[src/rtl/core/hcm_pkg.sv]
// Shared types, constants and mod-30 helpers for the 3x3 Hill cipher unit.
// No dependencies; every module file imports this package.
package hcm_pkg;

  // Alphabet size and the reciprocal used for reduction mod 30.
  localparam int unsigned Alphabet = 30;
  localparam int unsigned Recip30  = 1092;  // floor(2^15 / 30)
  localparam int unsigned KeySettle = 4;    // determinant pipeline depth

  typedef logic [4:0] sym_t;
  typedef logic [1:0] cfg_idx_t;

  // Configuration register indexes.
  localparam cfg_idx_t CfgKeyRow0 = 2'd0;
  localparam cfg_idx_t CfgKeyRow1 = 2'd1;
  localparam cfg_idx_t CfgKeyRow2 = 2'd2;
  localparam cfg_idx_t CfgPad     = 2'd3;

  // Reduced key matrix, indexed [row][col].
  typedef logic [2:0][2:0][4:0] key_mat_t;

  // One complete triple of plaintext symbols.
  typedef struct packed {
    sym_t v2;
    sym_t v1;
    sym_t v0;
  } triple_t;

  // Queue status seen by the front and back.
  typedef struct packed {
    logic full;
    logic empty;
  } q_stat_t;

  // Key status seen by the front and the output.
  typedef struct packed {
    logic settled;
    logic ok;
  } key_stat_t;

  // Reduce a 5-bit value mod 30.
  function automatic sym_t red5(input sym_t e);
    begin
      red5 = (e >= sym_t'(Alphabet)) ? e - sym_t'(Alphabet) : e;
    end
  endfunction

  // Reduce a 12-bit value mod 30: reciprocal estimate, then one correction.
  function automatic sym_t mod30(input logic [11:0] x);
    logic [22:0] prod;
    logic [7:0]  q;
    logic [11:0] r;
    begin
      prod = 23'(x) * 23'(Recip30);
      q    = prod[22:15];
      r    = x - 12'({4'b0, q} * 12'(Alphabet));
      if (r >= 12'(Alphabet)) begin
        r = r - 12'(Alphabet);
      end
      mod30 = r[4:0];
    end
  endfunction

endpackage

[src/rtl/core/hcm_in_if.sv]
// Input symbol channel: valid/ready handshake with plaintext symbol payload.
// No dependencies.
interface hcm_in_if;
  logic       valid;
  logic       ready;
  logic [4:0] plain_symbol;
  logic       end_of_text;

  modport source (output valid, output plain_symbol, output end_of_text, input ready);
  modport sink   (input valid, input plain_symbol, input end_of_text, output ready);
endinterface

[src/rtl/core/hcm_out_if.sv]
// Result channel: valid/ready handshake with cipher symbol payload.
// No dependencies.
interface hcm_out_if;
  logic       valid;
  logic       ready;
  logic [4:0] cipher_symbol;
  logic       last_of_triple;
  logic       key_ok;

  modport source (output valid, output cipher_symbol, output last_of_triple,
                  output key_ok, input ready);
  modport sink   (input valid, input cipher_symbol, input last_of_triple,
                  input key_ok, output ready);
endinterface

[src/rtl/core/hcm_keyreg.sv]
// Configuration registers, reduced key matrix and pipelined key check.
// Depends on hcm_pkg.
module hcm_keyreg (
  input  logic              clk,
  input  logic              rst_n,
  input  logic              cfg_we,
  input  hcm_pkg::cfg_idx_t cfg_index,
  input  logic [14:0]       cfg_wdata,
  output hcm_pkg::key_mat_t key,
  output hcm_pkg::sym_t     pad,
  output hcm_pkg::key_stat_t kstat
);
  import hcm_pkg::*;

  logic [2:0][14:0] row_r;
  sym_t             pad_r;
  logic [2:0]       cnt_r, cnt_nxt;
  logic [2:0][9:0]  p_r, q_r;
  sym_t [2:0]       cof_r;
  logic [2:0][9:0]  t_r;
  logic             ok_r, ok_nxt;
  sym_t             det;

  // Config writes
  always_ff @(posedge clk) begin
    if (!rst_n) begin
      row_r[0] <= 15'd1;
      row_r[1] <= 15'd32;
      row_r[2] <= 15'd1024;
      pad_r    <= 5'd23;
    end else if (cfg_we) begin
      case (cfg_index)
        CfgKeyRow0: row_r[0] <= cfg_wdata;
        CfgKeyRow1: row_r[1] <= cfg_wdata;
        CfgKeyRow2: row_r[2] <= cfg_wdata;
        CfgPad:     pad_r    <= cfg_wdata[4:0];
        default:    pad_r    <= pad_r;
      endcase
    end
  end

  // Reduced key entries
  always_comb begin
    for (int r = 0; r < 3; r++) begin
      for (int c = 0; c < 3; c++) begin
        key[r][c] = red5(row_r[r][5*c +: 5]);
      end
    end
  end

  assign pad = pad_r;

  // Settle counter: hold off input until the determinant pipe reflects the key
  always_comb begin
    cnt_nxt = cnt_r;
    if (cfg_we) begin
      cnt_nxt = 3'(KeySettle);
    end else if (cnt_r != 3'd0) begin
      cnt_nxt = cnt_r - 3'd1;
    end
  end

  always_ff @(posedge clk) begin
    if (!rst_n) begin
      cnt_r <= 3'(KeySettle);
    end else begin
      cnt_r <= cnt_nxt;
    end
  end

  // Stage 1: 2x2 minor products
  always_ff @(posedge clk) begin
    p_r[0] <= 10'(key[1][1]) * 10'(key[2][2]);
    q_r[0] <= 10'(key[2][1]) * 10'(key[1][2]);
    p_r[1] <= 10'(key[1][0]) * 10'(key[2][2]);
    q_r[1] <= 10'(key[2][0]) * 10'(key[1][2]);
    p_r[2] <= 10'(key[1][0]) * 10'(key[2][1]);
    q_r[2] <= 10'(key[2][0]) * 10'(key[1][1]);
  end

  // Stage 2: minors mod 30 (offset keeps the difference positive)
  always_ff @(posedge clk) begin
    for (int i = 0; i < 3; i++) begin
      cof_r[i] <= mod30(12'(p_r[i]) + 12'(Alphabet * Alphabet) - 12'(q_r[i]));
    end
  end

  // Stage 3: first-row expansion terms
  always_ff @(posedge clk) begin
    for (int i = 0; i < 3; i++) begin
      t_r[i] <= 10'(key[0][i]) * 10'(cof_r[i]);
    end
  end

  // Stage 4: determinant and unit test mod 30
  always_comb begin
    det    = mod30(12'(t_r[0]) + 12'(t_r[2]) + 12'(Alphabet * Alphabet) - 12'(t_r[1]));
    ok_nxt = det inside {5'd1, 5'd7, 5'd11, 5'd13, 5'd17, 5'd19, 5'd23, 5'd29};
  end

  always_ff @(posedge clk) begin
    if (!rst_n) begin
      ok_r <= 1'b1;
    end else begin
      ok_r <= ok_nxt;
    end
  end

  assign kstat.settled = (cnt_r == 3'd0);
  assign kstat.ok      = ok_r;

endmodule

[src/rtl/core/hcm_front.sv]
// Front end: accepts plaintext symbols, holds partial triples, pads on end of text.
// Depends on hcm_pkg and hcm_in_if.
module hcm_front (
  input  logic               clk,
  input  logic               rst_n,
  hcm_in_if.sink             in_sym,
  input  hcm_pkg::sym_t      pad,
  input  hcm_pkg::key_stat_t kstat,
  input  hcm_pkg::q_stat_t   qstat,
  output logic               push,
  output hcm_pkg::triple_t   push_data
);
  import hcm_pkg::*;

  logic [1:0] pos_r, pos_nxt;
  sym_t       held0_r, held0_nxt;
  sym_t       held1_r, held1_nxt;
  logic       acc;
  sym_t       sym;
  logic       eot;

  assign in_sym.ready = kstat.settled && !qstat.full;
  assign acc = in_sym.valid && in_sym.ready;
  assign sym = in_sym.plain_symbol;
  assign eot = in_sym.end_of_text;

  // Triple assembly
  always_comb begin
    pos_nxt   = pos_r;
    held0_nxt = held0_r;
    held1_nxt = held1_r;
    push      = 1'b0;
    push_data = '{v0: sym, v1: pad, v2: pad};
    if (acc) begin
      case (pos_r)
        2'd0: begin
          if (eot) begin
            push = 1'b1;
          end else begin
            held0_nxt = sym;
            pos_nxt   = 2'd1;
          end
        end
        2'd1: begin
          push_data = '{v0: held0_r, v1: sym, v2: pad};
          if (eot) begin
            push    = 1'b1;
            pos_nxt = 2'd0;
          end else begin
            held1_nxt = sym;
            pos_nxt   = 2'd2;
          end
        end
        2'd2: begin
          push_data = '{v0: held0_r, v1: held1_r, v2: sym};
          push      = 1'b1;
          pos_nxt   = 2'd0;
        end
        default: begin
          pos_nxt = 2'd0;
        end
      endcase
    end
  end

  always_ff @(posedge clk) begin
    if (!rst_n) begin
      pos_r   <= 2'd0;
      held0_r <= '0;
      held1_r <= '0;
    end else begin
      pos_r   <= pos_nxt;
      held0_r <= held0_nxt;
      held1_r <= held1_nxt;
    end
  end

endmodule

[src/rtl/core/hcm_queue.sv]
// Two-entry triple queue between front and back end.
// Depends on hcm_pkg.
module hcm_queue (
  input  logic             clk,
  input  logic             rst_n,
  input  logic             push,
  input  hcm_pkg::triple_t push_data,
  input  logic             pop,
  output hcm_pkg::triple_t head,
  output hcm_pkg::q_stat_t qstat
);
  import hcm_pkg::*;

  triple_t    mem_r [2];
  logic       wr_r, rd_r;
  logic [1:0] cnt_r, cnt_nxt;
  logic       do_push, do_pop;

  assign qstat.full  = (cnt_r == 2'd2);
  assign qstat.empty = (cnt_r == 2'd0);
  assign do_push     = push && !qstat.full;
  assign do_pop      = pop && !qstat.empty;
  assign head        = mem_r[rd_r];

  // Occupancy
  always_comb begin
    cnt_nxt = cnt_r;
    if (do_push && !do_pop) begin
      cnt_nxt = cnt_r + 2'd1;
    end else if (do_pop && !do_push) begin
      cnt_nxt = cnt_r - 2'd1;
    end
  end

  always_ff @(posedge clk) begin
    if (!rst_n) begin
      cnt_r <= 2'd0;
      wr_r  <= 1'b0;
      rd_r  <= 1'b0;
    end else begin
      cnt_r <= cnt_nxt;
      if (do_push) begin
        wr_r <= ~wr_r;
      end
      if (do_pop) begin
        rd_r <= ~rd_r;
      end
    end
  end

  // Storage
  always_ff @(posedge clk) begin
    if (do_push) begin
      mem_r[wr_r] <= push_data;
    end
  end

endmodule

[src/rtl/core/hcm_back.sv]
// Back end: one column per cycle unless stalled; dot product, mod-30 output reg.
// Depends on hcm_pkg and hcm_out_if.
module hcm_back (
  input  logic               clk,
  input  logic               rst_n,
  input  hcm_pkg::triple_t   head,
  input  hcm_pkg::q_stat_t   qstat,
  input  hcm_pkg::key_mat_t  key,
  input  hcm_pkg::key_stat_t kstat,
  output logic               pop,
  hcm_out_if.source          out_res
);
  import hcm_pkg::*;

  logic [1:0]  col_r, col_nxt;
  logic        s1_v_r, s1_v_nxt;
  logic [11:0] s1_sum_r;
  logic        s1_last_r;
  logic        out_v_r, out_v_nxt;
  sym_t        out_sym_r;
  logic        out_last_r;
  logic        adv, issue;
  logic [11:0] sum;
  sym_t        k0, k1, k2;

  // Pipeline advances when the output register is free or being taken
  assign adv   = !out_v_r || out_res.ready;
  assign issue = adv && !qstat.empty;
  assign pop   = issue && (col_r == 2'd2);

  // Key column for the current result
  always_comb begin
    k0 = key[0][0];
    k1 = key[1][0];
    k2 = key[2][0];
    case (col_r)
      2'd1: begin
        k0 = key[0][1];
        k1 = key[1][1];
        k2 = key[2][1];
      end
      2'd2: begin
        k0 = key[0][2];
        k1 = key[1][2];
        k2 = key[2][2];
      end
      default: begin
        k0 = key[0][0];
        k1 = key[1][0];
        k2 = key[2][0];
      end
    endcase
    sum = 12'(10'(head.v0) * 10'(k0)) + 12'(10'(head.v1) * 10'(k1))
        + 12'(10'(head.v2) * 10'(k2));
  end

  // Control next state
  always_comb begin
    col_nxt   = col_r;
    s1_v_nxt  = s1_v_r;
    out_v_nxt = out_v_r;
    if (adv) begin
      s1_v_nxt  = issue;
      out_v_nxt = s1_v_r;
      if (issue) begin
        col_nxt = (col_r == 2'd2) ? 2'd0 : col_r + 2'd1;
      end
    end
  end

  always_ff @(posedge clk) begin
    if (!rst_n) begin
      col_r   <= 2'd0;
      s1_v_r  <= 1'b0;
      out_v_r <= 1'b0;
    end else begin
      col_r   <= col_nxt;
      s1_v_r  <= s1_v_nxt;
      out_v_r <= out_v_nxt;
    end
  end

  // Datapath registers
  always_ff @(posedge clk) begin
    if (adv) begin
      s1_sum_r   <= sum;
      s1_last_r  <= (col_r == 2'd2);
      out_sym_r  <= mod30(s1_sum_r);
      out_last_r <= s1_last_r;
    end
  end

  assign out_res.valid          = out_v_r;
  assign out_res.cipher_symbol  = out_sym_r;
  assign out_res.last_of_triple = out_last_r;
  assign out_res.key_ok         = kstat.ok;

endmodule

[src/rtl/core/hill_cipher_3x3_mod30_unit.sv]
// Top level of the 3x3 Hill cipher over a 30-symbol alphabet.
// Depends on hcm_pkg, hcm_in_if, hcm_out_if, hcm_keyreg, hcm_front, hcm_queue, hcm_back.
//
//   channel   dir  handshake          payload
//   in_sym    in   valid/ready        plain_symbol[4:0], end_of_text
//   out_res   out  valid/ready        cipher_symbol[4:0], last_of_triple, key_ok
//   cfg_*     in   cfg_we (no stall)  cfg_index[1:0], cfg_wdata[14:0]
//
// One symbol is accepted per cycle while the key is settled and the queue has room;
// each completed triple yields three words, one per cycle unless the output stalls,
// through the dot-product and mod-30 output registers. A padded triple from end of
// text still yields three words, so the two-entry queue stalls the input when such
// triples come faster than the back end drains them. Reset is synchronous; after reset
// and any config write the input waits until the determinant pipe refreshes key_ok.
// Output backpressure freezes the back end only; the front keeps filling the queue.
module hill_cipher_3x3_mod30_unit (
  input  logic              clk,
  input  logic              rst_n,
  hcm_in_if.sink            in_sym,
  hcm_out_if.source         out_res,
  input  logic              cfg_we,
  input  hcm_pkg::cfg_idx_t cfg_index,
  input  logic [14:0]       cfg_wdata
);
  import hcm_pkg::*;

  key_mat_t  key;
  sym_t      pad;
  key_stat_t kstat;
  q_stat_t   qstat;
  logic      push, pop;
  triple_t   push_data, head;

  hcm_keyreg u_keyreg (
    .clk       (clk),
    .rst_n     (rst_n),
    .cfg_we    (cfg_we),
    .cfg_index (cfg_index),
    .cfg_wdata (cfg_wdata),
    .key       (key),
    .pad       (pad),
    .kstat     (kstat)
  );

  hcm_front u_front (
    .clk       (clk),
    .rst_n     (rst_n),
    .in_sym    (in_sym),
    .pad       (pad),
    .kstat     (kstat),
    .qstat     (qstat),
    .push      (push),
    .push_data (push_data)
  );

  hcm_queue u_queue (
    .clk       (clk),
    .rst_n     (rst_n),
    .push      (push),
    .push_data (push_data),
    .pop       (pop),
    .head      (head),
    .qstat     (qstat)
  );

  hcm_back u_back (
    .clk     (clk),
    .rst_n   (rst_n),
    .head    (head),
    .qstat   (qstat),
    .key     (key),
    .kstat   (kstat),
    .pop     (pop),
    .out_res (out_res)
  );

endmodule
[src/flat_wrapper.sv]
// flat-port wrapper written by rule: the top's interface ports become plain ports
module hill_cipher_3x3_mod30_unit_flat import hcm_pkg::*;
  (clk, rst_n, cfg_we, cfg_index, cfg_wdata, in_sym_valid, in_sym_plain_symbol, in_sym_end_of_text, in_sym_ready, out_res_valid, out_res_cipher_symbol, out_res_last_of_triple, out_res_key_ok, out_res_ready);
  hcm_in_if in_sym_i ();
  hcm_out_if out_res_i ();
  input  logic clk;
  input  logic rst_n;
  input  logic cfg_we;
  input  hcm_pkg::cfg_idx_t cfg_index;
  input  logic [14:0] cfg_wdata;
  input wire logic [$bits(in_sym_i.valid)-1:0] in_sym_valid;
  input wire logic [$bits(in_sym_i.plain_symbol)-1:0] in_sym_plain_symbol;
  input wire logic [$bits(in_sym_i.end_of_text)-1:0] in_sym_end_of_text;
  output wire logic [$bits(in_sym_i.ready)-1:0] in_sym_ready;
  output wire logic [$bits(out_res_i.valid)-1:0] out_res_valid;
  output wire logic [$bits(out_res_i.cipher_symbol)-1:0] out_res_cipher_symbol;
  output wire logic [$bits(out_res_i.last_of_triple)-1:0] out_res_last_of_triple;
  output wire logic [$bits(out_res_i.key_ok)-1:0] out_res_key_ok;
  input wire logic [$bits(out_res_i.ready)-1:0] out_res_ready;
  assign in_sym_i.valid = in_sym_valid;
  assign in_sym_i.plain_symbol = in_sym_plain_symbol;
  assign in_sym_i.end_of_text = in_sym_end_of_text;
  assign in_sym_ready = in_sym_i.ready;
  assign out_res_valid = out_res_i.valid;
  assign out_res_cipher_symbol = out_res_i.cipher_symbol;
  assign out_res_last_of_triple = out_res_i.last_of_triple;
  assign out_res_key_ok = out_res_i.key_ok;
  assign out_res_i.ready = out_res_ready;
  hill_cipher_3x3_mod30_unit u_core (.clk(clk), .rst_n(rst_n), .in_sym(in_sym_i), .out_res(out_res_i), .cfg_we(cfg_we), .cfg_index(cfg_index), .cfg_wdata(cfg_wdata));
endmodule
[config.mk]
export PLATFORM = sky130hd
export DESIGN_NAME = hill_cipher_3x3_mod30_unit_flat
export DESIGN_NICKNAME = d
export VERILOG_FILES = /design/src/rtl/core/hcm_pkg.sv /design/src/rtl/core/hcm_in_if.sv /design/src/rtl/core/hcm_out_if.sv /design/src/rtl/core/hcm_keyreg.sv /design/src/rtl/core/hcm_front.sv /design/src/rtl/core/hcm_queue.sv /design/src/rtl/core/hcm_back.sv /design/src/rtl/core/hill_cipher_3x3_mod30_unit.sv /design/src/flat_wrapper.sv
export SDC_FILE = /design/constraint.sdc
export NUM_CORES = 1
export LEC_CHECK = 0
export BUFFER_PORTS_ARGS = -buffer_cell sky130_fd_sc_hd__buf_2
export CAP_MARGIN = 10
export CORE_MARGIN = 4
export CORE_UTILIZATION = 44
export DETAILED_ROUTE_END_ITERATION = 16
export GPL_TIMING_DRIVEN = 1
export SYNTH_ARGS = -nofsm -noshare
export SYNTH_HDL_FRONTEND = slang
export SYNTH_SLANG_ARGS = --single-unit
[constraint.sdc]
create_clock -name clk -period 20.6 [get_ports clk]
set_input_delay 4.12 -clock clk [delete_from_list [all_inputs] [get_ports clk]]
set_output_delay 4.12 -clock clk [all_outputs]
set_load 0.05 [all_outputs]
# Word-level counts from Yosys, hierarchy flattened
# Memories as Yosys holds them, arrays and structs flattened. A register that Yosys moved wholly into a read port is not among the register bits.
# Index checks and enable logic that the tools add are counted.
op_classes:
  reduce_logical: 31
  n_eq_ne: 17
  mul: 22
  bitwise_logic: 4
  addsub: 34
  order_cmp: 14
  mux: 32
op_table:
  columns: ["cell", "count"]
  rows:
  - ["5-bit by 5-bit multiplier with 10-bit output", 12]
  - ["12-bit by 9-bit multiplier with 21-bit output (second input constant)", 5]
  - ["5-bit two-way mux", 14]
  - ["5-bit subtractor (second input constant)", 14]
  - ["12-bit by 5-bit greater-or-equal comparator with 1-bit output (second input constant)", 5]
  - ["12-bit subtractor", 5]
  - ["8-bit by 4-bit multiplier with 11-bit output (second input constant)", 5]
  - ["5-bit greater-or-equal comparator (second input constant)", 9]
  - ["11-bit by 10-bit subtractor with 12-bit output", 3]
  - ["10-bit by 10-bit adder with 11-bit output (second input constant)", 3]
  - ["15-bit one-hot mux with 2 select lines", 1]
  - ["5-bit one-hot mux with 2 select lines", 3]
  - ["10-bit by 10-bit adder with 11-bit output", 2]
  - ["5-bit == test (second input constant)", 4]
  - ["15-bit two-way mux", 1]
  - ["11-bit by 10-bit adder with 12-bit output", 1]
  - ["11-bit by 10-bit adder with 12-bit output (second input constant)", 1]
  - ["2-bit AND reduction", 6]
  - ["12-bit by 10-bit subtractor with 12-bit output", 1]
  - ["2-bit == test (second input constant)", 5]
  - ["5-bit by 4-bit == test with 1-bit output (second input constant)", 2]
  - ["2-bit two-way mux", 5]
  - ["1-bit logical AND", 8]
  - ["8-bit nonzero test", 1]
  - ["other kinds (19)", 38]
totals:
  output_inout_bits: 9
  inputBits: 28
  ramBits: 30
  mem_count: 1
  regBits: 198
mem_list:
  columns: ["name", "words", "width", "read_ports", "rd_ports_with_merged_regs", "write_ports", "line", "source"]
  rows:
  - ["u_core.u_queue.mem_r", 2, 15, 1, 1, 1, "hcm_queue.sv:14", "triple_t mem_r [2];"]

# Logic depth before layout (Yosys ltp)
# Gate-level depths: netlist (run 1).
logic_depth:
  ltp_word: 10
  depth_mapped: 48

# Cells and area by module
# From an unflattened synthesis (run 1), not the netlist that was laid out.
hier_totals:
  cells_unflattened: 3325
  area_unflattened_um2: 29856.1
by_module_without_submodules:
  columns: ["mod", "seq_area_each_um2", "cells_each", "instances", "area_per_inst_um2"]
  rows:
  - ["hcm_keyreg", 3183.1, 2512, 1, 21857.2]
  - ["hcm_back", 650.6, 643, 1, 5893.2]
  - ["hcm_queue", 1001.0, 72, 1, 1316.3]
  - ["hcm_front", 240.2, 98, 1, 789.5]

# Worst setup path after synthesis (run 1)
# OpenSTA, ideal clock, no wires.
synth_path:
  kind: "reg2reg"
  startpoint: "register u_core.u_keyreg.t_r[11] (netlist bit)"
  endpoint: "register u_core.u_keyreg.ok_r"
  slack_ns: 11.246
  t_arrival_ns: 9.221
  n_path_buf: 1
  required_ns: 20.467
  path_stages_with_launch: 41
  period_less_slack_ns: 9.354
  path_cell_list: "dfxtp_1 -> inv_1 -> fa_1 -> fa_1 -> inv_1 -> fa_1 -> and2b_1 -> o2111ai_1 -> and4_4 -> or3_4 -> o311ai_4 -> ha_1 -> ha_1 -> ha_1 -> ha_1 -> clkbuf_1 -> a21o_1 -> a41oi_1 -> [... 5 more ...] -> fa_1 -> inv_1 -> fa_1 -> inv_1 -> ha_1 -> inv_1 -> o21bai_1 -> a21oi_1 -> xor2_1 -> ha_1 -> or3b_2 -> a32o_1 -> o2111ai_1 -> nor2_1 -> mux2i_1 -> a31oi_1 -> xnor2_1 -> o21ai_1"
synth_via:
  elab_chain_cells: 8
  word_cells_on_any_way: 16
synth_lines:
  columns: ["item", "line", "source"]
  rows:
  - ["from (decl)", "hcm_keyreg.sv:20", "logic [2:0][9:0] t_r;"]
  - ["from (signal, indexed assignment)", "hcm_keyreg.sv:91", "t_r[i] <= 10'(key[0][i]) * 10'(cof_r[i]);"]
  - ["12-bit by 10-bit subtractor with 12-bit output *", "hcm_keyreg.sv:97", "det = mod30(12'(t_r[0]) + 12'(t_r[2]) + 12'(Alphabet * Alphabet) - 12'(t_r[1]));"]
  - ["12-bit by 9-bit multiplier with 21-bit output", "hcm_pkg.sv:54", "prod = 23'(x) * 23'(Recip30);"]
  - ["8-bit by 4-bit multiplier with 11-bit output", "hcm_pkg.sv:56", "r = x - 12'({4'b0, q} * 12'(Alphabet));"]
  - ["12-bit subtractor *", "hcm_pkg.sv:56", null]
  - ["12-bit by 5-bit greater-or-equal comparator with 1-bit output or 5-bit subtractor (tied branches)", "hcm_pkg.sv:57, hcm_pkg.sv:58", null]
  - ["5-bit two-way mux *", "hcm_pkg.sv:57", "if (r >= 12'(Alphabet)) begin"]
  - ["5-bit by 1-bit == test with 1-bit output, or another cell as far along", "hcm_keyreg.sv:98", "ok_nxt = det inside {5'd1, 5'd7, 5'd11, 5'd13, 5'd17, 5'd19, 5'd23, 5'd29};"]
  - ["8-bit nonzero test *", "hcm_keyreg.sv:98", null]
  - ["to (signal assigned)", "hcm_keyreg.sv:105", "ok_r <= ok_nxt;"]
  - ["to (decl)", "hcm_keyreg.sv:21", "logic ok_r, ok_nxt;"]
# Mark *: on every way between the ends. The rest lies on a longest branch, timed or not.
# A chain may end at the register's enable or synchronous reset.

# Worst setup path after layout (run 1)
layout_path:
  startpoint: "register u_core.u_keyreg.t_r[1] (netlist bit)"
  endpoint: "register u_core.u_keyreg.ok_r"
layout_via:
  elab_chain_cells: 10
  word_cells_on_any_way: 18
layout_lines:
  columns: ["item", "line"]
  rows:
  - ["10-bit by 10-bit adder with 11-bit output *", "hcm_keyreg.sv:97"]
  - ["11-bit by 10-bit adder with 12-bit output *", "hcm_keyreg.sv:97"]
  - ["12-bit by 10-bit subtractor with 12-bit output *", "hcm_keyreg.sv:97"]
  - ["12-bit by 9-bit multiplier with 21-bit output", "hcm_pkg.sv:54"]
  - ["8-bit by 4-bit multiplier with 11-bit output", "hcm_pkg.sv:56"]
  - ["12-bit subtractor *", "hcm_pkg.sv:56"]
  - ["12-bit by 5-bit greater-or-equal comparator with 1-bit output or 5-bit subtractor (tied branches)", "hcm_pkg.sv:57, hcm_pkg.sv:58"]
  - ["5-bit two-way mux *", "hcm_pkg.sv:57"]
  - ["5-bit by 1-bit == test with 1-bit output, or another cell as far along", "hcm_keyreg.sv:98"]
  - ["8-bit nonzero test *", "hcm_keyreg.sv:98"]
# Marked as above.

==> results by group, run 1 <==
Critical path
  – Worst Setup Start Kind: register
  – Largest driver fanout on the critical path: 6
  – Critical path capture point type: register
  – R2r setup slk: 10350 ps
  – Start point of the critical path: u_core.u_keyreg.t_r[1]$_DFF_P_
  – Critical-path top delay cell: sky130_fd_sc_hd__fa_1
  – Critical path required time: 21020 ps
  – Depth of the most critical reg-to-reg path: a little over 40
  – Arrival @ worst endpoint: between 10000 and 15000 ps
  – Crit path kind: reg -> reg
  – Worst r2r src: u_core.u_keyreg.t_r[1]$_DFF_P_
  – Critical Path Max Stage Delay: between 500 and 600 ps

Hold path
  – Hold Path Depth: 0
  – Start point of the worst min-delay path: u_core.u_back.s1_last_r$_DFFE_PN_
  – Worst min-delay path class: reg -> reg

Floorplanning
  – Core outline area: 0.0657 mm²
  – # rows: 94
  – Starting density of the core: 0.444
  – Floorplan die area: around 0.07 mm²
  – Vertical die dimension: approximately 270 µm
  – Top-level port count: 37
  – Die Width: between 200 and 300 µm

Final layout
  – Total area of multi-input combinational cells: between 0.02 and 0.025 mm²
  – Antenna diode count: 0
  – Layout cells sized above 1: 0.0434
  – Area taken by flip-flops and latches: a little over 0.005 mm²
  – Final net count: ~4.2k
  – Layout fillers: around 6.3k
  – Area growth syn-to-layout: 7.53%

STA
  – Measured slew at the worst slew-check pin: around 1100 ps
  – Highest clock frequency the design can meet: approximately 98 MHz
  – Worst hold-check slack: approximately 420 ps
  – Final hold viol count: 0
  – Total setup violations reported at the end of the flow: 0
  – Tmin final: 10250 ps
  – RSZ-0062 raised after global routing: false
  – Max-slew headroom: 0.277
  – Setup clock skew after layout: 21.4 ps
  – Number of max-slew violations in the final report: 0
  – Portion of the clock cycle consumed by the worst path in the final layout: 0.498
  – Accumulated negative setup slack: 0 ps

Clock tree
  – Resize count post-CTS: 0
  – Clock transition at the registers of the reported paths: ~60 ps
  – Clk root buf: sky130_fd_sc_hd__clkbuf_16
  – CTS tree: built
  – Clock sink count: 229
  – Setup Fix Bufs, Post-CTS: 0
  – Longest Clk Path Bufs: 3
  – CTS Hold Bufs: 0
  – Max H-tree Level: 1
  – TritonCTS Buffers: 27
  – Worst-skew pair later-pin latency: between 500 and 600 ps

Synthesis
  – Mean Syn Cell Area: 8.96 µm²
  – Leading area contributor after synthesis: sky130_fd_sc_hd__ha_1
  – Portion of the post-synthesis area used by sequential elements: 0.174
  – Top cells by area, synth: sky130_fd_sc_hd__ha_1 (27%), sky130_fd_sc_hd__fa_1 (16%), sky130_fd_sc_hd__dfxtp_1 (12%)
  – Top cell types by occurrence after synthesis: sky130_fd_sc_hd__ha_1 (621), sky130_fd_sc_hd__inv_1 (511), sky130_fd_sc_hd__nand2_1 (265), sky130_fd_sc_hd__fa_1 (231), sky130_fd_sc_hd__nor2_1 (229)
  – Most instantiated library cell after synthesis: sky130_fd_sc_hd__ha_1
  – Post-Syn Nets: between 4k and 5k
  – Post-synth ARST share: 0
  – Cell area after technology mapping: between 0.02 and 0.03 mm²
  – Distinct cells, synth: between 70 and 80
  – Fraction of synthesized cell area taken by the top area cell type: 0.266
  – Primary FF master, synth: sky130_fd_sc_hd__dfxtp_1
  – Count of warnings emitted by yosys: 0
  – Number of flops mapped to enable cells by yosys: between 40 and 50
  – Cells after synthesis: around 3.3k
  – Number of synthesized register bits: between 200 and 250

Global route
  – Via count of the first global-routing pass: between 20k and 25k
  – Pin count of the biggest net entering global routing: 74
  – Wire length of the first global-routing pass: approximately 100000 µm
  – Total congestion overflow: 0
  – Initial antenna violation count: 2
  – Total global routing track utilization: 0.174

Routing
  – Detailed router's first-iteration violation count: between 900 and 1k
  – DRT Wirelength: roughly 60000 µm
  – Detailed-route vias per instance: between 5 and 6
  – WL per Instance: ~15 µm
  – First-pass detailed-route iteration total: 5
  – DRC violations left: 0
  – Remaining antenna violation count: 0
  – Count of vias placed by the detailed router: 21.1k

Place
  – Number of buffers inserted by port buffering: 36
  – Weighted congestion reported at the end of routability-driven placement: around 0.87
  – Post-detail-place hpwl: roughly 50000 µm

Job
  – Max-cap violation count: 0

Outcome
  – Result of the run: finished clean
kinds of logic (layout without fill, tap and decap cells):
logic type / after synthesis / in the layout / share of synthesized area
AOI/OAI and AO/OA: 571 / 571 / 0.129
xor gates and xnor gates: 215 / 215 / 0.0645
buffers and inverters: 558 / 617 / 0.0717
DFF: 229 / 229 / 0.174
adders and majority gates: 852 / 852 / 0.425
and+or+nand+nor: 805 / 805 / 0.127
muxes: 28 / 28 / 0.00990
worst max-delay path: cells and delay by family, from the launching register on:
family,cells,cell delay (ps)
adder cells (fa/ha/maj),10,4240
AO/OA/AOI/OAI,12,2280
XOR/XNOR,7,1560
AND/OR/NAND/NOR,7,1280
flip-flops,1,320
buffers and inverters,4,270
multiplexers,1,130
metrics by stage:
stage                util  cells  instance area (µm²)  setup WS, ps
global placement    0.463   4131                30400         10500
global route        0.478   4181                31400          9540
finish              0.478   4181                31400         10350
CTS                 0.478   4181                31400         10310
floorplan               -   3258                29200         11250
detailed placement  0.463   4131                30400         10370
worst paths after layout:
check,to
worst min register to register,u_core.u_back.out_res.last_of_triple$_DFFE_PN_
worst min-delay path,u_core.u_back.out_res.last_of_triple$_DFFE_PN_
worst max register to register,u_core.u_keyreg.ok_r$_SDFF_PN1_
worst max-delay path,u_core.u_keyreg.ok_r$_SDFF_PN1_
flip-flops by register name (all words and copies together), names as in the netlist, 2 cells and up, named ones only:
register and flops:
u_core.u_keyreg.q_r 30, u_core.u_queue.mem_r 30, u_core.u_keyreg.pad 5, u_core.u_back.out_res.cipher_symbol 5
u_core.u_front.held1_r 5, u_core.u_front.pos_r 2, u_core.u_front.held0_r 5, u_core.u_back.col_r 2
u_core.u_back.s1_sum_r 12, u_core.u_queue.cnt_r 2, u_core.u_keyreg.p_r 30, u_core.u_keyreg.cof_r 15
u_core.u_keyreg.t_r 30, u_core.u_keyreg.cnt_r 3, u_core.u_keyreg.row_r 45
layer usage:
layer | vias up | global-route usage | routed length (µm)
li1 | 10900 | - | -
met1 | 9807 | 0.247 | 29700
met2 | 285 | 0.287 | 27300
met3 | 69 | 0.0232 | 2620
met4 | 4 | 0.0341 | 1120
met5 | - | 0 | 27
area by class of cell:
cell class,count,share of cell area
tap,864,0.0344
inverter,515,0.0616
multi-input combinational,2471,0.702
timing repair buffer,52,0.00957
clock inverter,18,0.00789
sequential,229,0.162
clock buffer,32,0.0231
placed cells by master (no fill, tap or decap), drive strengths merged, types with 8 or more instances in the layout:
cell type | synthesis | routed
o22ai | 13 | 13
nand2b | 32 | 32
nor2 | 229 | 229
and3 | 11 | 11
o21a | 38 | 38
dfxtp | 180 | 180
or3 | 8 | 8
mux2i | 21 | 21
clkinv | 4 | 11
xor2 | 44 | 44
edfxtp | 49 | 49
ha | 621 | 621
o21ai | 93 | 93
o221ai | 9 | 9
buf | 0 | 52
clkbuf | 43 | 32
and2 | 60 | 60
a22oi | 9 | 9
xnor2 | 171 | 171
inv | 511 | 516
fa | 231 | 231
nand2 | 265 | 265
o21bai | 52 | 52
a21oi | 168 | 168
nor3 | 45 | 45
nand3 | 55 | 55
a21o | 45 | 45
a21boi | 67 | 67
nor2b | 61 | 61
or2 | 19 | 19
Power of run 1 is left out: the tool's default activity adds up to more than one toggle a clock period on the data nets, which glitch-free logic cannot reach.
==> run 2, diff against run 1 <==
==> constraint.sdc (replaced) <==
create_clock -name clk -period 8.75 [get_ports clk]
set_input_delay 1.75 -clock clk [delete_from_list [all_inputs] [get_ports clk]]
set_output_delay 1.75 -clock clk [all_outputs]
set_load 0.05 [all_outputs]
==> results by group, run 2 (synthesized netlist as in run 1, its figures left out) <==
STA
  – Tmin final: 9060 ps (was 10250 ps)
  – Highest clock frequency the design can meet: 110 MHz (was 97.5 MHz)
  – Setup clock skew after layout: 22.7 ps (was 21.4 ps)
  – Final hold viol count: 0 (unchanged)
  – Measured slew at the worst slew-check pin: 1070 ps (was 1080 ps)
  – Max-slew headroom: 0.281 (was 0.277)
  – Number of max-slew violations in the final report: 0 (unchanged)
  – Setup ws final: -309 ps (was 10350 ps)
  – RSZ-0062 raised after global routing: true (was false)
  – Total setup violations reported at the end of the flow: 1 (was 0)
  – Portion of the clock cycle consumed by the worst path in the final layout: 1.04 (was 0.498)

Critical path
  – Critical Path Max Stage Delay: 590 ps (was 580 ps)
  – Largest driver fanout on the critical path: 3 (was 6)
  – Crit path kind: reg -> reg (unchanged)
  – Critical path required time: 9180 ps (was 21020 ps)
  – Worst Setup Start Kind: register (unchanged)
  – Critical path capture point type: register (unchanged)
  – Arrival @ worst endpoint: 9490 ps (was 10670 ps)
  – Most numerous cell on the critical path: sky130_fd_sc_hd__inv_2
  – Critical-path top delay cell: sky130_fd_sc_hd__fa_1 (unchanged)

Clock tree
  – TritonCTS Buffers: 27 (unchanged)
  – Clock sink count: 229 (unchanged)
  – Worst-skew pair later-pin latency: 580 ps (about the same)
  – Clock transition at the registers of the reported paths: 70 ps (was 60 ps)
  – Max H-tree Level: 1 (unchanged)
  – Longest Clk Path Bufs: 3 (unchanged)
  – CTS tree: built (unchanged)
  – Clk root buf: sky130_fd_sc_hd__clkbuf_16 (unchanged)

Routing
  – Detailed router's first-iteration violation count: 883 (was 908)
  – Remaining antenna violation count: 0 (unchanged)
  – Count of vias placed by the detailed router: 22.0k (was 21.1k)
  – Detailed-route vias per instance: 5.04 (was 5.05)
  – DRT Wirelength: 62300 µm (was 60800 µm)
  – WL per Instance: 14.3 µm (was 14.5 µm)
  – First-pass detailed-route iteration total: 5 (unchanged)
  – DRC violations left: 0 (unchanged)

Place
  – Worst Setup Slack post-DPL: -683 ps (was 10370 ps)
  – Number of buffers inserted by port buffering: 36 (unchanged)
  – Post-detail-place hpwl: 52100 µm (was 50800 µm)
  – Weighted congestion reported at the end of routability-driven placement: 0.861 (was 0.866)

Final layout
  – Commonest non-fill, non-tap cell in the layout: sky130_fd_sc_hd__ha_1 (unchanged)
  – Final net count: 4358 (was 4176)
  – Antenna diode count: 0 (unchanged)
  – Commonest cells after routing, fill and taps aside: sky130_fd_sc_hd__ha_1 (601), sky130_fd_sc_hd__inv_1 (497), sky130_fd_sc_hd__nand2_1 (264), sky130_fd_sc_hd__fa_1 (225), sky130_fd_sc_hd__nor2_1 (222) (was sky130_fd_sc_hd__ha_1 (621), sky130_fd_sc_hd__inv_1 (511), sky130_fd_sc_hd__nand2_1 (265), sky130_fd_sc_hd__fa_1 (231), sky130_fd_sc_hd__nor2_1 (229))
  – Area growth syn-to-layout: 14.7% (was 7.53%)
  – Flip-flop count of the largest register after layout: 45 (unchanged)
  – Layout cells sized above 1: 0.133 (was 0.0434)
  – Register with the highest flop count: u_core.u_keyreg.row_r (unchanged)

Job
  – Max-cap violation count: 0 (unchanged)

Outcome
  – Result of the run: finished with violations (was finished clean)
  – Violated checks: setup timing

Floorplanning
  – Vertical die dimension: 266 µm (unchanged)
  – Core outline area: 0.0657 mm² (unchanged)
  – Starting density of the core: 0.444 (unchanged)
  – # rows: 94 (unchanged)
  – Top-level port count: 37 (unchanged)
  – Die Width: 266 µm (unchanged)
  – Floorplan die area: 0.0705 mm² (unchanged)

Global route
  – Pin count of the biggest net entering global routing: 74 (unchanged)
  – Initial antenna violation count: 2 (unchanged)
  – Via count of the first global-routing pass: 21.6k (was 20.9k)
  – Wire length of the first global-routing pass: 105000 µm (was 103000 µm)
  – Total global routing track utilization: 0.177 (was 0.174)
  – Total congestion overflow: 0 (unchanged)

Hold path
  – Worst min-delay path class: reg -> reg (unchanged)
[run 2: cell types whose count changed in the layout (fill, tap and decap cells not counted), moves of 17 or more]
| cell | previous run | this run |
|---|---|---|
| sky130_fd_sc_hd__buf_4 | 16 | 196 |
| sky130_fd_sc_hd__ha_4 | 0 | 17 |
| sky130_fd_sc_hd__xnor2_1 | 171 | 149 |
| sky130_fd_sc_hd__xnor2_2 | 0 | 20 |
| sky130_fd_sc_hd__ha_1 | 621 | 601 |
| sky130_fd_sc_hd__a21oi_2 | 0 | 34 |
| sky130_fd_sc_hd__a21oi_1 | 168 | 134 |
[run 2: layout make-up]
class	instances	area, µm²
fillers	6279	32300
repair buffers	234	1670
multi-input cells	2471	22800
clock buffers	29	683
flip-flops and latches	229	5080
clock inverters	20	214
well taps	864	1080
inverters	515	1930
[run 2: metrics by stage]
stage | hold slack (ps) | instances | utilization | setup TNS (ps) | instance area (µm²)
2_1_floorplan | 400 | 3258 | - | -331 | 29300
3_3_place_gp | 424 | 4294 | 0.482 | -466 | 31700
3_5_place_dp | 424 | 4294 | 0.482 | -892 | 31700
4_1_cts | 438 | 4353 | 0.500 | -353 | 32900
5_1_grt | 451 | 4362 | 0.509 | -1190 | 33500
6_report | 441 | 4362 | 0.509 | -309 | 33500
[run 2: layer usage]
metal	GRT usage	share of wire
met1	0.248	0.48
met2	0.295	0.46
met3	0.0216	0.040
met4	0.0344	0.019
met5	0	0
[run 2: repair_timing]
| item | CTS | global route |
|---|---|---|
| hold buffers | 0 | 0 |
| endpoints found under the setup margin | 8 | 13 |
| resized for setup | 39 | 117 |
| gates cloned | 0 | 0 |
| buffers inserted | 10 | 9 |
| pin swaps | 48 | 79 |
[run 2: worst max-delay path, delay by kind of cell, from the launching register on]
kind                       cells  cell delay, ps
xor gates and xnor gates       7            1180
adders and majority gates     10            3940
and+or+nand+nor                8            1330
DFF                            1             320
muxes                          1             120
AOI/OAI and AO/OA             11            1400
buffers and inverters          8             630
[run 2: worst paths after layout]
| kind | from | end | slack [ps] | cells past startpoint |
|---|---|---|---|---|
| max | u_core.u_keyreg.t_r[11]$_DFF_P_ | u_core.u_keyreg.ok_r$_SDFF_PN1_ | -310 | 45 |
| min | u_core.u_back.s1_last_r$_DFFE_PN_ | u_core.u_back.out_res.last_of_triple$_DFFE_PN_ | 440 | 0 |
| max reg2reg | u_core.u_keyreg.t_r[11]$_DFF_P_ | u_core.u_keyreg.ok_r$_SDFF_PN1_ | -310 | 45 |
| min reg2reg | u_core.u_back.s1_last_r$_DFFE_PN_ | u_core.u_back.out_res.last_of_triple$_DFFE_PN_ | 440 | 0 |
Power of run 2 is left out for the same reason.
==> run 3, diff against run 2 <==
--- a/config.mk
+++ b/config.mk
@@ -5,6 +5,7 @@
 export SDC_FILE = /design/constraint.sdc
 export NUM_CORES = 1
 export LEC_CHECK = 0
+export ABC_AREA = 1
 export BUFFER_PORTS_ARGS = -buffer_cell sky130_fd_sc_hd__buf_2
 export CAP_MARGIN = 10
 export CORE_MARGIN = 4
==> results by group, run 3 <==
Outcome
  – Result of the run: finished clean (was finished with violations)

Routing
  – First-pass detailed-route iteration total: 5 (unchanged)
  – DRC violations left: 0 (unchanged)
  – Detailed-route vias per instance: 4.86 (was 5.04)
  – Detailed router's first-iteration violation count: 1000 (was 883)
  – WL per Instance: 13.7 µm (was 14.3 µm)
  – Count of vias placed by the detailed router: 23.1k (was 22.0k)
  – DRT Wirelength: 65000 µm (was 62300 µm)
  – Remaining antenna violation count: 0 (unchanged)

Critical path
  – R2r setup slk: 120 ps (was -310 ps)
  – Critical path required time: 9200 ps (was 9180 ps)
  – Critical path capture point type: register (unchanged)
  – Start point of the critical path: u_core.u_keyreg.t_r[1]$_DFF_P_ (was u_core.u_keyreg.t_r[11]$_DFF_P_)
  – Largest driver fanout on the critical path: 7 (was 3)
  – Critical-path top delay cell: sky130_fd_sc_hd__fa_1 (unchanged)
  – Reg-to-reg endpoint: u_core.u_keyreg.ok_r$_SDFF_PN1_ (unchanged)
  – Worst setup path end: u_core.u_keyreg.ok_r$_SDFF_PN1_ (unchanged)
  – Depth of the most critical reg-to-reg path: 54 (was 45)
  – Critical Path Max Stage Delay: 500 ps (was 590 ps)
  – Worst r2r src: u_core.u_keyreg.t_r[1]$_DFF_P_ (was u_core.u_keyreg.t_r[11]$_DFF_P_)
  – Worst Setup Start Kind: register (unchanged)
  – Most numerous cell on the critical path: sky130_fd_sc_hd__nand2_1 (was sky130_fd_sc_hd__inv_2)
  – Arrival @ worst endpoint: 9080 ps (was 9490 ps)
  – Crit path kind: reg -> reg (unchanged)

Synthesis
  – Number of flops mapped to enable cells by yosys: 49 (unchanged)
  – Cells after synthesis: 3682 (was 3258)
  – Most instantiated library cell after synthesis: sky130_fd_sc_hd__inv_1 (was sky130_fd_sc_hd__ha_1)
  – Portion of the post-synthesis area used by sequential elements: 0.171 (was 0.174)
  – Count of warnings emitted by yosys: 0 (unchanged)
  – Fraction of synthesized cell area taken by the top area cell type: 0.261 (was 0.266)
  – Leading area contributor after synthesis: sky130_fd_sc_hd__ha_1 (unchanged)
  – Post-synth ARST share: 0 (unchanged)
  – Cell area after technology mapping: 0.0298 mm² (was 0.0292 mm²)
  – Top cell types by occurrence after synthesis: sky130_fd_sc_hd__inv_1 (820), sky130_fd_sc_hd__ha_1 (621), sky130_fd_sc_hd__nand2_1 (478), sky130_fd_sc_hd__nor2_1 (329), sky130_fd_sc_hd__a21oi_1 (235) (was sky130_fd_sc_hd__ha_1 (621), sky130_fd_sc_hd__inv_1 (511), sky130_fd_sc_hd__nand2_1 (265), sky130_fd_sc_hd__fa_1 (231), sky130_fd_sc_hd__nor2_1 (229))
  – Post-Syn Nets: 4562 (was 4138)
  – Distinct cells, synth: 63 (was 75)
  – Number of synthesized register bits: 229 (unchanged)
  – Primary FF master, synth: sky130_fd_sc_hd__dfxtp_1 (unchanged)
  – Mean Syn Cell Area: 8.08 µm² (was 8.96 µm²)
  – Top cells by area, synth: sky130_fd_sc_hd__ha_1 (26%), sky130_fd_sc_hd__fa_1 (16%), sky130_fd_sc_hd__dfxtp_1 (12%) (was sky130_fd_sc_hd__ha_1 (27%), sky130_fd_sc_hd__fa_1 (16%), sky130_fd_sc_hd__dfxtp_1 (12%))

Floorplanning
  – Top-level port count: 37 (unchanged)
  – Core outline area: 0.0672 mm² (was 0.0657 mm²)
  – Starting density of the core: 0.443 (was 0.444)
  – Vertical die dimension: 268 µm (was 266 µm)
  – # rows: 95 (was 94)
  – Die Width: 268 µm (was 266 µm)
  – Floorplan die area: 0.0719 mm² (was 0.0705 mm²)

Final layout
  – Commonest cells after routing, fill and taps aside: sky130_fd_sc_hd__inv_1 (806), sky130_fd_sc_hd__ha_1 (595), sky130_fd_sc_hd__nand2_1 (459), sky130_fd_sc_hd__nor2_1 (319), sky130_fd_sc_hd__fa_1 (228) (was sky130_fd_sc_hd__ha_1 (601), sky130_fd_sc_hd__inv_1 (497), sky130_fd_sc_hd__nand2_1 (264), sky130_fd_sc_hd__fa_1 (225), sky130_fd_sc_hd__nor2_1 (222))
  – Layout cells sized above 1: 0.107 (was 0.133)
  – Area growth syn-to-layout: 12.6% (was 14.7%)
  – Final net count: 4724 (was 4358)
  – Commonest non-fill, non-tap cell in the layout: sky130_fd_sc_hd__inv_1 (was sky130_fd_sc_hd__ha_1)
  – Flip-flop count of the largest register after layout: 45 (unchanged)
  – Final std cells w/o fill: 4740 (was 4362)
  – Register with the highest flop count: u_core.u_keyreg.row_r (unchanged)
  – Core occupancy in the finished layout: 0.499 (was 0.509)
  – Area of all placed cells without fillers: 0.0335 mm² (about the same)

Place
  – Number of buffers inserted by port buffering: 36 (unchanged)
  – Total placed instance area: 0.0317 mm² (about the same)
  – Number of instances in the placed design: 4667 (was 4294)
  – Weighted congestion reported at the end of routability-driven placement: 0.943 (was 0.861)
  – Post-detail-place hpwl: 54700 µm (was 52100 µm)

Clock tree
  – Clock sink count: 229 (unchanged)
  – Max H-tree Level: 1 (unchanged)
  – TritonCTS Buffers: 28 (was 27)
  – Worst-skew pair later-pin latency: 570 ps (was 580 ps)
  – Clk root buf: sky130_fd_sc_hd__clkbuf_16 (unchanged)
  – CTS tree: built (unchanged)
  – Clock transition at the registers of the reported paths: 60 ps (was 70 ps)
  – Longest Clk Path Bufs: 3 (unchanged)

STA
  – Setup clock skew after layout: 21.6 ps (was 22.7 ps)
  – Measured slew at the worst slew-check pin: 885 ps (was 1070 ps)
  – Total setup violations reported at the end of the flow: 0 (was 1)
  – Number of max-slew violations in the final report: 0 (unchanged)
  – Portion of the clock cycle consumed by the worst path in the final layout: 0.986 (was 1.04)
  – Max-slew headroom: 0.404 (was 0.281)
  – RSZ-0062 raised after global routing: true (unchanged)
  – Highest clock frequency the design can meet: 116 MHz (was 110 MHz)
  – Tmin final: 8630 ps (was 9060 ps)
  – Final hold viol count: 0 (unchanged)

Global route
  – Total global routing track utilization: 0.181 (was 0.177)
  – Wire length of the first global-routing pass: 109000 µm (was 105000 µm)
  – Initial antenna violation count: 0 (was 2)
  – Pin count of the biggest net entering global routing: 66 (was 74)
  – Total congestion overflow: 0 (unchanged)
  – Via count of the first global-routing pass: 22.7k (was 21.6k)

Job
  – Max-cap violation count: 0 (unchanged)

Hold path
  – Worst min-delay path class: reg -> reg (unchanged)
-- run 3: changes by cell type after synthesis, sizes merged, moves of 32 or more --
cell / delta
nor2: +106
and2: -56
nand2b: -32
nand2: +220
a21boi: -64
o21ai: +101
o21bai: -40
xnor2: -123
a21oi: +71
o21a: -32
nand3: +44
xor2: +105
inv: +316
nor2b: -61
-- run 3: final cells by class --
type                            instances  area (µm²)
Timing Repair Buffer                  157        1090
Sequential cell                       229        5080
Clock buffer                           41         779
Antenna cell                            1        2.50
Fill cell                            6503       33700
Multi-Input combinational cell       2596       22200
Clock inverter                         11         103
Inverter                              832        3120
Tap cell                              873        1090
-- run 3: metal layers --
| layer | part of all wire | global-route usage | vias up | routed length (µm) |
|---|---|---|---|---|
| met5 | 0 | 0 | - | 0 |
| met4 | 0.022 | 0.0433 | 0 | 1450 |
| met3 | 0.036 | 0.0170 | 85 | 2320 |
| met2 | 0.46 | 0.303 | 294 | 29700 |
| met1 | 0.48 | 0.255 | 10600 | 31500 |
| li1 | - | - | 12100 | - |
-- run 3: repair_timing --
item                                    in CTS  in global routing
setup buffers                                1                 19
pin swaps                                   13                 91
endpoints found under the setup margin       1                 13
hold buffers                                 0                  0
resized for setup                           17                146
-- run 3: how the worst min path moves through the flow --
stage                                                 start                                              to  slack [ps]  cells past startpoint
after floorplan           u_core.u_back.s1_last_r$_DFFE_PN_  u_core.u_back.out_res.last_of_triple$_DFFE_PN_         400                      0
after global placement    u_core.u_back.s1_last_r$_DFFE_PN_  u_core.u_back.out_res.last_of_triple$_DFFE_PN_         410                      0
after detailed placement  u_core.u_back.s1_last_r$_DFFE_PN_  u_core.u_back.out_res.last_of_triple$_DFFE_PN_         430                      0
after CTS                 u_core.u_back.s1_last_r$_DFFE_PN_  u_core.u_back.out_res.last_of_triple$_DFFE_PN_         440                      0
after global routing      u_core.u_back.s1_last_r$_DFFE_PN_  u_core.u_back.out_res.last_of_triple$_DFFE_PN_         450                      0
final                     u_core.u_back.s1_last_r$_DFFE_PN_  u_core.u_back.out_res.last_of_triple$_DFFE_PN_         440                      0
-- run 3: kinds of logic after synthesis --
| logic type | synth area share |
|---|---|
| xor+xnor | 0.0597 |
| flops | 0.171 |
| mux | 0.00109 |
| buf+inv | 0.108 |
| compound gates | 0.105 |
| simple gates | 0.139 |
| fa+ha+maj | 0.417 |
-- run 3: worst max-delay path, delay by kind of cell, from the launching register on --
kind / cells / cell delay, ps
adders and majority gates: 10 / 3130
DFF: 1 / 320
buffers and inverters: 8 / 970
xor gates and xnor gates: 3 / 470
AOI/OAI and AO/OA: 11 / 1480
and+or+nand+nor: 22 / 2120
-- run 3: through the flow --
step                worst slack (ps)  setup TNS (ps)  hold WS (ps)
global route                    -364            -534           446
detailed placement              -209            -209           428
global placement                -128            -128           407
CTS                             25.9               0           441
finish                           125               0           436
floorplan                       29.0               0           400
Power of run 3 is left out for the same reason.
